### src/rtl/ffa_pkg.sv
// Package for the first-fit arena allocator: constants, codes, table entry
// and shared-unit types. Used by ffa_alu, the allocator and its checker.
`default_nettype none
package ffa_pkg;

  localparam int ARENA_BYTES     = 32768;
  localparam int ALIGN_BYTES     = 16;
  localparam int HEADER_BYTES    = 24;
  localparam int CHUNK_SLOTS_DEF = 2048;
  localparam int OFFSET_MAX      = 32767;
  localparam int LIMIT_RESET     = 32768;
  localparam int AW              = 18;

  typedef enum logic [1:0] {
    ST_OK     = 2'd0,
    ST_OOM    = 2'd1,
    ST_BADPTR = 2'd2,
    ST_DOUBLE = 2'd3
  } status_t;

  typedef enum logic [3:0] {
    S_IDLE, S_RD, S_CHK, S_BUMP, S_BUMP2, S_PRV_RD, S_PRV_CHK,
    S_NXT_RD, S_NXT_CHK, S_MRG_WR, S_SH_RD, S_SH_WR, S_DONE
  } fsm_t;

  typedef struct packed {
    logic        is_free;
    logic [15:0] size;
    logic [14:0] start;
  } entry_t;

  typedef struct packed {
    logic [AW-1:0] a;
    logic [AW-1:0] b;
    logic [AW-1:0] c;
  } alu_req_t;

  typedef struct packed {
    logic [AW-1:0] sum;
    logic          ge;
    logic          eq;
  } alu_rsp_t;

  function automatic logic [AW-1:0] align_down(input logic [AW-1:0] x);
    return x & ~AW'(ALIGN_BYTES - 1);
  endfunction

endpackage
`default_nettype wire

### src/rtl/ffa_alu.sv
// Add and compare unit shared by the idle, check, bump and neighbour steps.
// Depends on ffa_pkg.
`default_nettype none
module ffa_alu (
  input  ffa_pkg::alu_req_t op_in,
  output ffa_pkg::alu_rsp_t res
);
  import ffa_pkg::*;

  logic [AW-1:0] sum;

  assign sum     = op_in.a + op_in.b;
  assign res.sum = sum;
  assign res.ge  = op_in.a >= op_in.b;
  assign res.eq  = sum == op_in.c;
endmodule
`default_nettype wire

### config.mk
export PLATFORM = sky130hd
export DESIGN_NAME = ffa_alu
export DESIGN_NICKNAME = d
export VERILOG_FILES = /design/src/rtl/ffa_pkg.sv /design/src/rtl/ffa_alu.sv
export SDC_FILE = /design/constraint.sdc
export NUM_CORES = 1
export LEC_CHECK = 0
export BUFFER_PORTS_ARGS = -buffer_cell sky130_fd_sc_hd__buf_4
export CAP_MARGIN = 20
export CORE_MARGIN = 2
export CORE_UTILIZATION = 51
export DETAILED_ROUTE_END_ITERATION = 10
export GPL_ROUTABILITY_DRIVEN = 0
export MAX_ROUTING_LAYER = met4
export PLACE_DENSITY = 0.91
export SYNTH_ARGS = -nofsm -noshare
export SYNTH_HDL_FRONTEND = slang
export SYNTH_SLANG_ARGS = --single-unit
### constraint.sdc
create_clock -name vclk -period 6.2
set_clock_uncertainty 0.15 [all_clocks]
set_input_delay 1.55 -clock vclk [all_inputs]
set_output_delay 1.55 -clock vclk [all_outputs]
set_load 0.005 [all_outputs]
## Word level (Yosys, flattened, before mapping)

Index checks and enable logic that the tools add are counted.

| storage, ports and cells | value |
|---|---|
| flip-flop bits (word level) | 0 |
| input port bits | 54 |
| output and inout bits | 20 |

| operators by class | value |
|---|---|
| add/subtract/negate cells | 1 |
| order comparisons | 1 |
| equal/unequal tests | 1 |

Operators by type and width:

| operator | count |
|---|---|
| 18-bit adder | 1 |
| 18-bit equality test | 1 |
| 18-bit greater-or-equal comparator | 1 |

## Longest topological paths before layout

Gate-level depths: netlist (run 1).

| logic depth | value |
|---|---|
| depth after elaboration | 2 |
| depth in mapped cells | 12 |
| depth with buffers taken out | 11 |

## Least setup slack after synthesis (run 1)

No wires, ideal clock.

| timing path | value |
|---|---|
| path type | in2out |
| start | input port op_in[24] (netlist bit) |
| end | output port res[0] (netlist bit) |
| arrival | 3760 ps |
| path slack | 740 ps |
| cell stages on the path | 12 |
| path through | inv_1 > ha_1 > buf_2 > nor2_1 > a221oi_1 > nor2_1 > a311oi_4 > a31oi_2 > a21bo_1 > xnor2_2 > xor2_1 > nor4_2 |

RTL lines:

| what | line | text |
|---|---|---|
| from (decl) | ffa_alu.sv:5 | `input ffa_pkg::alu_req_t op_in,` |
| to (decl) | ffa_alu.sv:6 | `output ffa_pkg::alu_rsp_t res` |

==> impl_results.html, run 1 <==
<table>
<tr><th>Metric</th><th>Value</th></tr>
<tr><th colspan="2">Outcome</th></tr>
<tr><td>Status</td><td>finished, final reports clean</td></tr>
<tr><th colspan="2">Timing</th></tr>
<tr><td>Worst hold slack</td><td>3.36 ns</td></tr>
<tr><td>Final setup violation count</td><td>0</td></tr>
<tr><td>Pins Over Slew Limit</td><td>0</td></tr>
<tr><td>Total Neg Setup Slack</td><td>0 ns</td></tr>
<tr><td>Clock period minus worst slack</td><td>5.93 ns</td></tr>
<tr><td>Worst rel slew slack</td><td>73.9%</td></tr>
<tr><td>Share of the clock period used by the worst path</td><td>95.6%</td></tr>
<tr><td>Slew at the pin closest to its max-slew limit</td><td>0.391 ns</td></tr>
<tr><td>Setup repair after global routing missed its margin</td><td>false</td></tr>
<tr><td>Number of failing hold endpoints at the final stage</td><td>0</td></tr>
<tr><td>F_max</td><td>0.169 GHz</td></tr>
<tr><th colspan="2">Finish</th></tr>
<tr><td>Number of standard cells in the final layout excluding fillers</td><td>329</td></tr>
<tr><td>Total number of nets in the final design</td><td>377</td></tr>
<tr><td>Number of antenna diodes</td><td>0</td></tr>
<tr><td>Number of clock buffers in the layout</td><td>0</td></tr>
<tr><td>Share of layout cells above drive strength 1</td><td>30.2%</td></tr>
<tr><td>Total number of sequential cells</td><td>0</td></tr>
<tr><td>Post-route design area</td><td>2230 sq um</td></tr>
<tr><td>Footprint of the flip-flops and latches</td><td>0 sq um</td></tr>
<tr><td>Area delta synth-&gt;final</td><td>36.4%</td></tr>
<tr><th colspan="2">Hold path</th></tr>
<tr><td>Min-Delay Startpoint</td><td>op_in[53]</td></tr>
<tr><td>Endpoint of the worst hold-timing path</td><td>res[1]</td></tr>
<tr><td>Min-Delay Path Depth</td><td>5</td></tr>
<tr><td>Hold Crit Class</td><td>in2out</td></tr>
<tr><th colspan="2">Floorplan</th></tr>
<tr><td>Horizontal die dimension</td><td>60.7 microns</td></tr>
<tr><td>Die footprint</td><td>3680 sq um</td></tr>
<tr><td>Die Height</td><td>60.7 microns</td></tr>
<tr><td>Effective utilization at floorplan</td><td>53.6%</td></tr>
<tr><td>Top-level port count</td><td>74</td></tr>
<tr><td>Placement row count</td><td>20</td></tr>
<tr><td>Placeable core region</td><td>3050 sq um</td></tr>
<tr><th colspan="2">Worst setup path</th></tr>
<tr><td>Required time at the worst-slack endpoint</td><td>4.50 ns</td></tr>
<tr><td>Library cell contributing the largest single delay on the critical path</td><td>sky130_fd_sc_hd__ha_1</td></tr>
<tr><td>Highest cell delay on the worst timing path</td><td>0.45 ns</td></tr>
<tr><td>Worst EP arrival</td><td>4.23 ns</td></tr>
<tr><td>Type of the setup path with the least slack</td><td>in2out</td></tr>
<tr><td>Endpoint type of the worst setup path</td><td>output pin</td></tr>
<tr><td>Cell breakdown of the critical path</td><td>buf_4 -&gt; inv_1 -&gt; ha_1 -&gt; inv_1 -&gt; a21oi_4 -&gt; o31ai_4 -&gt; a311oi_4 -&gt; a31oi_4 -&gt; xor2_1 -&gt; o21ai_0 -&gt; nand4_1 -&gt; nor4_2 -&gt; buf_4</td></tr>
<tr><td>Maximum fanout encountered on the critical timing path</td><td>7</td></tr>
<tr><td>Critical Path Start Type</td><td>input pin</td></tr>
<tr><th colspan="2">Yosys</th></tr>
<tr><td>Synthesized area per cell</td><td>7.55 sq um</td></tr>
<tr><td>Cells after Synth</td><td>217</td></tr>
<tr><td>Netlist area before placement</td><td>1640 sq um</td></tr>
<tr><td>Ranking of synthesized cells by instance count</td><td>sky130_fd_sc_hd__ha_1 (35), sky130_fd_sc_hd__inv_1 (31), sky130_fd_sc_hd__xnor2_1 (27)</td></tr>
<tr><td>Top cell type by total area after synthesis</td><td>sky130_fd_sc_hd__ha_1</td></tr>
<tr><td>Portion of synthesized cell area occupied by the leading cell type</td><td>26.7%</td></tr>
<tr><td>Sequential share of the synthesized area</td><td>0%</td></tr>
<tr><td>Biggest area contributors in the synthesized netlist</td><td>sky130_fd_sc_hd__ha_1 (27%), sky130_fd_sc_hd__xnor2_1 (14%), sky130_fd_sc_hd__inv_1 (7.1%)</td></tr>
<tr><td>Most numerous cell in the Yosys netlist</td><td>sky130_fd_sc_hd__ha_1</td></tr>
<tr><td>Warning count from the yosys run</td><td>0</td></tr>
<tr><td>Total nets after synthesis</td><td>307</td></tr>
<tr><td>Unique masters post-synth</td><td>46</td></tr>
<tr><th colspan="2">Routing</th></tr>
<tr><td>1st-iter DRT viols</td><td>75</td></tr>
<tr><td>Vias after detailed routing</td><td>1721</td></tr>
<tr><td>Total routed wirelength</td><td>4.11 mm</td></tr>
<tr><td>Post-detailed-route DRC marker count</td><td>0</td></tr>
<tr><td>Routed wire per std cell</td><td>12.5 microns</td></tr>
<tr><td>Vias per cell</td><td>5.23</td></tr>
<tr><td>Post-route antenna net violation count</td><td>0</td></tr>
<tr><td>Number of optimization iterations in the first detailed-route pass</td><td>4</td></tr>
<tr><th colspan="2">Power</th></tr>
<tr><td>Leakage</td><td>0.00112 uW</td></tr>
<tr><td>Pwr dens</td><td>111 nW/um^2</td></tr>
<tr><td>Post-layout power</td><td>248 uW</td></tr>
<tr><td>Maximum ir drop on the vdd rail</td><td>0.0552 mV</td></tr>
<tr><th colspan="2">CTS</th></tr>
<tr><td>Post-cts hold buffer count</td><td>0</td></tr>
<tr><td># Post-CTS Setup Buffers</td><td>0</td></tr>
<tr><th colspan="2">Place</th></tr>
<tr><td>Inst Count DP</td><td>329</td></tr>
<tr><td>Count of input and output buffers</td><td>74</td></tr>
<tr><td>HPWL reported at the end of detailed placement</td><td>3.63 mm</td></tr>
<tr><td>Instance area at placement</td><td>2220 sq um</td></tr>
<tr><th colspan="2">GRT</th></tr>
<tr><td>Largest net degree at the start of global routing</td><td>12</td></tr>
<tr><td>Global-route usage over all layers</td><td>23.6%</td></tr>
<tr><td>Vias in the first global route</td><td>1660</td></tr>
<tr><td>Global-route wire length before repair</td><td>6.69 mm</td></tr>
<tr><td>Initial antenna violation count</td><td>0</td></tr>
<tr><td>Remaining global-route overflow</td><td>0</td></tr>
<tr><th colspan="2">Run</th></tr>
<tr><td>Number of maximum-capacitance violations</td><td>0</td></tr>
</table>
cell families after synthesis:
kind of cell    count (synthesis)  synth area share, %
buf+inv                        37                 8.78
xor+xnor                       37                 20.2
mux                             2                 1.22
compound gates                 54                 25.1
fa+ha+maj                      36                 28.0
simple gates                   51                 16.7
how the worst max path moves through the flow:
| stage | from | endpoint | slack (ns) | depth (start not counted) |
|---|---|---|---|---|
| 2_1_floorplan | op_in[24] | res[0] | 0.74 | 12 |
| 3_3_place_gp | op_in[22] | res[0] | 0.27 | 13 |
| 5_1_grt | op_in[18] | res[0] | 0.05 | 13 |
| 6_report | op_in[22] | res[0] | 0.27 | 13 |
| 3_5_place_dp | op_in[22] | res[0] | 0.25 | 13 |
| 4_1_cts | op_in[22] | res[0] | 0.25 | 13 |
routing by layer:
metal | vias up | global-route usage, % | wire length (microns)
met5 | - | - | 0
met2 | 63 | 41.2 | 1990
met1 | 762 | 30.9 | 1820
li1 | 890 | - | -
met3 | 6 | 0.640 | 255
met4 | 0 | 3.42 | 54
power by group:
part / leakage (uW) / internal [uW] / switching [uW]
combinational: 0.00112 / 129 / 120
clock: 0 / 0 / 0
sequential: 0 / 0 / 0
total: 0.00112 / 129 / 120
critical path: cells and delay by family:
kind                     cells  cell delay (ns)
buffers and inverters        4             0.40
AO/OA/AOI/OAI                5             1.24
adder cells (fa/ha/maj)      1             0.45
AND/OR/NAND/NOR              2             0.41
XOR/XNOR                     1             0.18
layout make-up:
cell class,count,area (sq um)
multi-input combinational,180,1510
fill,267,820
timing repair buffer,74,556
inverter,31,116
tap,44,55.1
placed cells by master (no fill, tap or decap), drive strengths merged, types with 3 or more instances in the layout:
master,instances
a211oi,3
a21o,3
a21oi,13
buf,74
ha,35
inv,31
nand2,7
nand2b,4
nand3,3
nand4,3
nor2,17
nor2b,4
nor3,4
nor4,5
o21a,4
o21ai,11
o31ai,3
xnor2,28
xor2,9
timing repair:
item	CTS	global route
gates resized for setup	0	2
hold endpoints to repair	0	0
setup endpoints to repair	0	1
per-stage QoR:
stage / utilization (%) / worst slack, ns
floorplan: - / 0.740
global placement: 72.7 / 0.270
global route: 73.2 / 0.0500
detailed placement: 72.7 / 0.255
CTS: 72.7 / 0.249
finish: 73.2 / 0.270
(Power assumes the default switching activity.)
==> run 2, diff against run 1 <==
ABC_AREA = 1   (was unset)
CORE_UTILIZATION = 53   (was 51)
PLACE_DENSITY = 0.9   (was 0.91)
RECOVER_POWER = 25   (was unset)
REMOVE_ABC_BUFFERS = 1   (was unset)
==> impl_results.html, run 2 <==
<table>
<tr><th>Metric</th><th>Value</th></tr>
<tr><th colspan="2">Finish</th></tr>
<tr><td>Number of clock buffers in the layout</td><td>0</td></tr>
<tr><td>Post-route core utilization</td><td>71.2%</td></tr>
<tr><td>Number of antenna diodes</td><td>0</td></tr>
<tr><td>Commonest cells after routing, fill and taps aside</td><td>sky130_fd_sc_hd__nand2_1 (115), sky130_fd_sc_hd__inv_1 (74), sky130_fd_sc_hd__buf_4 (69), sky130_fd_sc_hd__nand3_1 (38), sky130_fd_sc_hd__ha_1 (35)</td></tr>
<tr><td>Area delta synth-&gt;final</td><td>31.0%</td></tr>
<tr><td>Total number of sequential cells</td><td>0</td></tr>
<tr><td>Total number of nets in the final design</td><td>532</td></tr>
<tr><td>Share of layout cells above drive strength 1</td><td>22.0%</td></tr>
<tr><td>Multi-input logic area</td><td>1680 sq um</td></tr>
<tr><td>Count of filler cells inserted in the layout</td><td>339</td></tr>
<tr><td>Number of standard cells in the final layout excluding fillers</td><td>488</td></tr>
<tr><td>Leading cell type in the layout, fill and taps excluded</td><td>sky130_fd_sc_hd__nand2_1</td></tr>
<tr><td>Footprint of the flip-flops and latches</td><td>0 sq um</td></tr>
<tr><th colspan="2">Routing</th></tr>
<tr><td>Routed wire per std cell</td><td>11.7 microns</td></tr>
<tr><td>Post-detailed-route DRC marker count</td><td>0</td></tr>
<tr><td>Number of optimization iterations in the first detailed-route pass</td><td>5</td></tr>
<tr><td>Total routed wirelength</td><td>5.69 mm</td></tr>
<tr><td>Vias per cell</td><td>5.17</td></tr>
<tr><td>1st-iter DRT viols</td><td>144</td></tr>
<tr><td>Vias after detailed routing</td><td>2524</td></tr>
<tr><td>Post-route antenna net violation count</td><td>0</td></tr>
<tr><th colspan="2">Hold path</th></tr>
<tr><td>Min-Delay Startpoint</td><td>op_in[53]</td></tr>
<tr><td>Endpoint of the worst hold-timing path</td><td>res[1]</td></tr>
<tr><td>Min-Delay Path Depth</td><td>5</td></tr>
<tr><td>Hold Crit Class</td><td>in2out</td></tr>
<tr><th colspan="2">Outcome</th></tr>
<tr><td>Status</td><td>finished, final reports clean</td></tr>
<tr><th colspan="2">Yosys</th></tr>
<tr><td>Cells after Synth</td><td>366</td></tr>
<tr><td>Unique masters post-synth</td><td>28</td></tr>
<tr><td>Biggest area contributors in the synthesized netlist</td><td>sky130_fd_sc_hd__ha_1 (22%), sky130_fd_sc_hd__nand2_1 (22%), sky130_fd_sc_hd__inv_1 (14%)</td></tr>
<tr><td>Sequential share of the synthesized area</td><td>0%</td></tr>
<tr><td>Portion of synthesized cell area occupied by the leading cell type</td><td>22.2%</td></tr>
<tr><td>Top cell type by total area after synthesis</td><td>sky130_fd_sc_hd__ha_1</td></tr>
<tr><td>Netlist area before placement</td><td>1970 sq um</td></tr>
<tr><td>Ranking of synthesized cells by instance count</td><td>sky130_fd_sc_hd__nand2_1 (115), sky130_fd_sc_hd__inv_1 (74), sky130_fd_sc_hd__nand3_1 (38)</td></tr>
<tr><td>Synthesized area per cell</td><td>5.39 sq um</td></tr>
<tr><td>Warning count from the yosys run</td><td>0</td></tr>
<tr><td>Most numerous cell in the Yosys netlist</td><td>sky130_fd_sc_hd__nand2_1</td></tr>
<tr><th colspan="2">Worst setup path</th></tr>
<tr><td>Maximum fanout encountered on the critical timing path</td><td>4</td></tr>
<tr><td>Critical Path Start Type</td><td>input pin</td></tr>
<tr><td>Type of the setup path with the least slack</td><td>in2out</td></tr>
<tr><td>Endpoint type of the worst setup path</td><td>output pin</td></tr>
<tr><td>Worst EP arrival</td><td>3.56 ns</td></tr>
<tr><td>Required time at the worst-slack endpoint</td><td>4.50 ns</td></tr>
<tr><th colspan="2">GRT</th></tr>
<tr><td>Met3 GRT Util</td><td>0.868%</td></tr>
<tr><td>Most used routing layer in global routing</td><td>met2</td></tr>
<tr><td>Met2 usage in global routing</td><td>52.3%</td></tr>
<tr><td>Met1 layer usage reported by global route</td><td>36.7%</td></tr>
<tr><td>Initial antenna violation count</td><td>0</td></tr>
<tr><td>Global-route wire length before repair</td><td>9.83 mm</td></tr>
<tr><td>Global-route usage over all layers</td><td>28.6%</td></tr>
<tr><td>Largest net degree at the start of global routing</td><td>8</td></tr>
<tr><td>Remaining global-route overflow</td><td>0</td></tr>
<tr><td>Vias in the first global route</td><td>2371</td></tr>
<tr><th colspan="2">CTS</th></tr>
<tr><td># Post-CTS Setup Buffers</td><td>0</td></tr>
<tr><td>Post-cts hold buffer count</td><td>0</td></tr>
<tr><td>Post-CTS Resized</td><td>0</td></tr>
<tr><th colspan="2">Place</th></tr>
<tr><td>HPWL reported at the end of detailed placement</td><td>5.02 mm</td></tr>
<tr><td>Inst Count DP</td><td>488</td></tr>
<tr><td>Count of input and output buffers</td><td>74</td></tr>
<tr><th colspan="2">Timing</th></tr>
<tr><td>Final setup violation count</td><td>0</td></tr>
<tr><td>Number of failing hold endpoints at the final stage</td><td>0</td></tr>
<tr><td>Setup repair after global routing missed its margin</td><td>false</td></tr>
<tr><td>Worst rel slew slack</td><td>81.0%</td></tr>
<tr><td>Pins Over Slew Limit</td><td>0</td></tr>
<tr><td>Slew at the pin closest to its max-slew limit</td><td>0.286 ns</td></tr>
<tr><td>Clock period minus worst slack</td><td>5.26 ns</td></tr>
<tr><td>Share of the clock period used by the worst path</td><td>84.9%</td></tr>
<tr><td>F_max</td><td>0.190 GHz</td></tr>
<tr><td>Total Neg Setup Slack</td><td>0 ns</td></tr>
<tr><th colspan="2">Floorplan</th></tr>
<tr><td>Horizontal die dimension</td><td>65.0 microns</td></tr>
<tr><td>Placeable core region</td><td>3630 sq um</td></tr>
<tr><td>Effective utilization at floorplan</td><td>54.3%</td></tr>
<tr><td>Die footprint</td><td>4230 sq um</td></tr>
<tr><td>Placement row count</td><td>22</td></tr>
<tr><td>Die Height</td><td>65.0 microns</td></tr>
<tr><td>Top-level port count</td><td>74</td></tr>
<tr><th colspan="2">Power</th></tr>
<tr><td>Leakage</td><td>0.00163 uW</td></tr>
<tr><td>Maximum ir drop on the vdd rail</td><td>0.0549 mV</td></tr>
<tr><td>Pwr dens</td><td>98.1 nW/um^2</td></tr>
<tr><th colspan="2">Run</th></tr>
<tr><td>Number of maximum-capacitance violations</td><td>0</td></tr>
</table>
[run 2: critical path, cell delays in order]
cell and delay (ns):
sky130_fd_sc_hd__buf_4 0.11, sky130_fd_sc_hd__ha_1 0.22, sky130_fd_sc_hd__fa_1 0.39, sky130_fd_sc_hd__nand2_1 0.12, sky130_fd_sc_hd__nand2_1 0.12, sky130_fd_sc_hd__nand3_1 0.11, sky130_fd_sc_hd__nand2_2 0.09, sky130_fd_sc_hd__nand2_1 0.12
sky130_fd_sc_hd__nand3_1 0.12, sky130_fd_sc_hd__nand3_1 0.10, sky130_fd_sc_hd__nand2_1 0.05, sky130_fd_sc_hd__inv_1 0.05, sky130_fd_sc_hd__nand2_1 0.06, sky130_fd_sc_hd__nor2_1 0.09, sky130_fd_sc_hd__nand2_1 0.07, sky130_fd_sc_hd__nor2_1 0.08
sky130_fd_sc_hd__buf_4 0.11
[run 2: through the flow]
step | worst slack [ns] | hold slack, ns | instance area, sq um | power (uW)
after floorplan | 1.37 | 3.14 | 1970 | 154
after detailed placement | 0.964 | 3.34 | 2590 | 251
after global placement | 0.992 | 3.35 | 2590 | 245
final | 0.936 | 3.35 | 2590 | 254
after CTS | 0.955 | 3.35 | 2590 | 252
after global routing | 0.680 | 3.40 | 2590 | 284
[run 2: where the power goes]
group	switching [uW]	internal, uW	total (uW)
clock	0	0	0
combinational	142	111	254
sequential	0	0	0
total	142	111	254
[run 2: worst max path at each step]
stage	start	to	cells after the start
floorplan	op_in[18]	res[0]	14
global placement	op_in[18]	res[0]	16
detailed placement	op_in[18]	res[0]	17
CTS	op_in[18]	res[0]	17
global route	op_in[18]	res[0]	16
finish	op_in[18]	res[0]	17
[run 2: cells by family after synthesis]
kind of cell	count (synthesis)	share of synthesized area, %
simple gates	208	47.0
xor+xnor	6	3.36
compound gates	38	11.6
fa+ha+maj	36	23.2
buf+inv	78	14.8
[run 2: layer usage]
metal / wire length (microns) / vias up / share of wire [%]
met1: 2510 / 1133 / 44
met5: 0 / - / 0
met4: 33 / 0 / 0.58
met3: 297 / 4 / 5.2
li1: - / 1300 / -
met2: 2850 / 87 / 50
[run 2: layout make-up]
class                      instances  share of cell area [%]
inverter                          78                    11.3
tap                               48                    2.32
timing repair buffer              74                    21.3
multi-input combinational        288                    65.0
==> run 3, diff against run 2 <==
ABC_AREA = 0   (was 1)
CORE_UTILIZATION = 46   (was 53)
PLACE_DENSITY = 0.87   (was 0.9)
clock period = 4.6 ns   (was 6.2 ns; I/O delays follow)
==> impl_results.html, run 3 (same netlist as run 1, synthesis figures left out) <==
<table>
<tr><th>Metric</th><th>Value</th></tr>
<tr><th colspan="2">Routing</th></tr>
<tr><td>Routed wire per std cell</td><td>16.8 microns</td></tr>
<tr><td>Post-detailed-route DRC marker count</td><td>0</td></tr>
<tr><td>Detailed route wirelength on metal3</td><td>367 microns</td></tr>
<tr><td>Total routed wirelength</td><td>6.58 mm</td></tr>
<tr><td>Wl on met1</td><td>2.64 mm</td></tr>
<tr><td>Vias after detailed routing</td><td>2215</td></tr>
<tr><td>Highest signal layer in the routed design</td><td>met4</td></tr>
<tr><td>Post-route antenna net violation count</td><td>0</td></tr>
<tr><td>Number of optimization iterations in the first detailed-route pass</td><td>5</td></tr>
<tr><td>Routed met2 length</td><td>3.30 mm</td></tr>
<tr><td>Vias per cell</td><td>5.66</td></tr>
<tr><td>1st-iter DRT viols</td><td>258</td></tr>
<tr><th colspan="2">Worst setup path</th></tr>
<tr><td>Cell breakdown of the critical path</td><td>buf_4 -&gt; inv_1 -&gt; ha_1 -&gt; nor4_1 -&gt; nor2_1 -&gt; mux2i_1 -&gt; nand3_1 -&gt; nor3_2 -&gt; nand4_1 -&gt; a211o_1 -&gt; nor4_2 -&gt; buf_4</td></tr>
<tr><td>End point of the critical path</td><td>res[0]</td></tr>
<tr><td>Required time at the worst-slack endpoint</td><td>3.30 ns</td></tr>
<tr><td>Endpoint type of the worst setup path</td><td>output pin</td></tr>
<tr><td>Number of cells on the critical path</td><td>12</td></tr>
<tr><td>Maximum fanout encountered on the critical timing path</td><td>4</td></tr>
<tr><td>Startpoint of the worst setup timing path</td><td>op_in[34]</td></tr>
<tr><td>Type of the setup path with the least slack</td><td>in2out</td></tr>
<tr><td>Critical Path Start Type</td><td>input pin</td></tr>
<tr><td>Crit path top cell by count</td><td>sky130_fd_sc_hd__buf_4</td></tr>
<tr><td>Highest cell delay on the worst timing path</td><td>0.73 ns</td></tr>
<tr><td>Library cell contributing the largest single delay on the critical path</td><td>sky130_fd_sc_hd__nor4_1</td></tr>
<tr><td>Worst EP arrival</td><td>3.70 ns</td></tr>
<tr><td>Buffers &amp; Inverters on Critical Path</td><td>3</td></tr>
<tr><td>Family of cells with the greatest summed delay on the critical path</td><td>simple AND/OR/NAND/NOR gates</td></tr>
<tr><th colspan="2">Floorplan</th></tr>
<tr><td>Die Height</td><td>63.7 microns</td></tr>
<tr><td>Top-level port count</td><td>74</td></tr>
<tr><td>Die footprint</td><td>4050 sq um</td></tr>
<tr><td>Horizontal die dimension</td><td>63.7 microns</td></tr>
<tr><td>Placeable core region</td><td>3390 sq um</td></tr>
<tr><td>Effective utilization at floorplan</td><td>48.3%</td></tr>
<tr><td>Placement row count</td><td>21</td></tr>
<tr><th colspan="2">Finish</th></tr>
<tr><td>Number of antenna diodes</td><td>0</td></tr>
<tr><td>Area delta synth-&gt;final</td><td>78.3%</td></tr>
<tr><td>Number of standard cells in the final layout excluding fillers</td><td>391</td></tr>
<tr><td>Total number of sequential cells</td><td>0</td></tr>
<tr><td>Share of layout cells above drive strength 1</td><td>49.0%</td></tr>
<tr><td>Leading cell type in the layout, fill and taps excluded</td><td>sky130_fd_sc_hd__buf_4</td></tr>
<tr><td>Number of clock buffers in the layout</td><td>0</td></tr>
<tr><td>Count of filler cells inserted in the layout</td><td>168</td></tr>
<tr><td>Total number of nets in the final design</td><td>437</td></tr>
<tr><td>Footprint of the flip-flops and latches</td><td>0 sq um</td></tr>
<tr><td>Commonest cells after routing, fill and taps aside</td><td>sky130_fd_sc_hd__buf_4 (126), sky130_fd_sc_hd__ha_1 (31), sky130_fd_sc_hd__inv_1 (28), sky130_fd_sc_hd__xnor2_1 (25), sky130_fd_sc_hd__nor2_1 (15)</td></tr>
<tr><th colspan="2">Timing</th></tr>
<tr><td>Setup repair after global routing missed its margin</td><td>true</td></tr>
<tr><td>Final setup violation count</td><td>3</td></tr>
<tr><td>Slew at the pin closest to its max-slew limit</td><td>0.820 ns</td></tr>
<tr><td>Number of failing hold endpoints at the final stage</td><td>0</td></tr>
<tr><td>Clock period minus worst slack</td><td>5.00 ns</td></tr>
<tr><td>F_max</td><td>0.200 GHz</td></tr>
<tr><td>Pins Over Slew Limit</td><td>0</td></tr>
<tr><td>Worst rel slew slack</td><td>44.8%</td></tr>
<tr><td>Slack of the critical path</td><td>-0.402 ns</td></tr>
<tr><td>Share of the clock period used by the worst path</td><td>109%</td></tr>
<tr><th colspan="2">Power</th></tr>
<tr><td>Internal power consumption</td><td>268 uW</td></tr>
<tr><td>Sequential group share of total power</td><td>0%</td></tr>
<tr><td>Total net switching power</td><td>226 uW</td></tr>
<tr><td>Combinational fraction of design power</td><td>100.0%</td></tr>
<tr><td>Clock group share of total power</td><td>0%</td></tr>
<tr><td>Leakage</td><td>0.00147 uW</td></tr>
<tr><td>Maximum ir drop on the vdd rail</td><td>0.0847 mV</td></tr>
<tr><td>Pwr dens</td><td>169 nW/um^2</td></tr>
<tr><td>Switch share</td><td>45.8%</td></tr>
<tr><th colspan="2">Outcome</th></tr>
<tr><td>Status</td><td>finished, violations left</td></tr>
<tr><td>Violations in the final reports</td><td>negative setup slack</td></tr>
<tr><th colspan="2">Place</th></tr>
<tr><td>Inst Count DP</td><td>382</td></tr>
<tr><td>Count of input and output buffers</td><td>74</td></tr>
<tr><td>HPWL reported at the end of detailed placement</td><td>4.40 mm</td></tr>
<tr><td>Pre-CTS worst setup slack</td><td>-0.446 ns</td></tr>
<tr><th colspan="2">GRT</th></tr>
<tr><td>Global-route usage over all layers</td><td>29.5%</td></tr>
<tr><td>Initial antenna violation count</td><td>0</td></tr>
<tr><td>Largest net degree at the start of global routing</td><td>9</td></tr>
<tr><td>Vias in the first global route</td><td>2163</td></tr>
<tr><td>Remaining global-route overflow</td><td>0</td></tr>
<tr><td>Global-route wire length before repair</td><td>9.65 mm</td></tr>
<tr><th colspan="2">Run</th></tr>
<tr><td>Number of maximum-capacitance violations</td><td>0</td></tr>
<tr><th colspan="2">Hold path</th></tr>
<tr><td>Hold Crit Class</td><td>in2out</td></tr>
<tr><th colspan="2">CTS</th></tr>
<tr><td>Post-cts hold buffer count</td><td>0</td></tr>
</table>
[run 3: changes by cell type in the layout (fill, tap and decap cells not counted), sizes merged, moves of 11 or more]
cell   delta
nand2   -117
buf      +63
inv      -47
nand3    -36
xnor2    +27
nor2     -11
[run 3: worst min-delay path, stage by stage]
cell,delay [ns]
sky130_fd_sc_hd__buf_4,0.08
sky130_fd_sc_hd__xor2_1,0.16
sky130_fd_sc_hd__nor4_2,0.07
sky130_fd_sc_hd__buf_4,0.12
[run 3: power groups by stage]
stage / clock, uW / sequential, uW / combinational, uW
floorplan: 0 / 0 / 202
global placement: 0 / 0 / 397
detailed placement: 0 / 0 / 409
CTS: 0 / 0 / 448
global route: 0 / 0 / 525
finish: 0 / 0 / 494
[run 3: how the worst min path moves through the flow]
| stage | from | cells past startpoint | slack (ns) | to |
|---|---|---|---|---|
| after floorplan | op_in[37] | 1 | 2.34 | res[3] |
| after global placement | op_in[16] | 4 | 2.56 | res[0] |
| after detailed placement | op_in[15] | 4 | 2.58 | res[0] |
| after CTS | op_in[53] | 5 | 2.58 | res[1] |
| after global routing | op_in[18] | 4 | 2.64 | res[2] |
| final | op_in[15] | 4 | 2.58 | res[0] |
[run 3: timing repair]
| action | 4_1_cts | 5_1_grt |
|---|---|---|
| setup endpoints to repair | 4 | 7 |
| gates resized for setup | 24 | 22 |
| setup buffers | 9 | 2 |
| pin swaps | 22 | 18 |
[run 3: metrics by stage]
step           hold slack, ns  total power (uW)  area [sq um]  utilization [%]  setup TNS, ns
6_report                 2.58               494          2920             86.2         -0.448
5_1_grt                  2.64               525          2920             86.2         -0.832
4_1_cts                  2.58               448          2790             82.3         -0.352
3_5_place_dp             2.58               409          2610             76.9         -0.801
3_3_place_gp             2.56               397          2610             76.9         -0.533
2_1_floorplan            2.34               202          1610                -        -0.0969
[run 3: layout make-up]
class	count	area, sq um	share of cell area, %
multi-input cells	180	1710	58.6
inverters	31	116	3.98
repair buffers	134	1040	35.5
well taps	46	57.6	1.97
[run 3: layer usage]
| metal | global-route usage, % | up-vias |
|---|---|---|
| met3 | 0.893 | 33 |
| met2 | 56.6 | 133 |
| li1 | - | 1011 |
| met1 | 34.0 | 1038 |
| met4 | 5.98 | 0 |
| met5 | - | - |
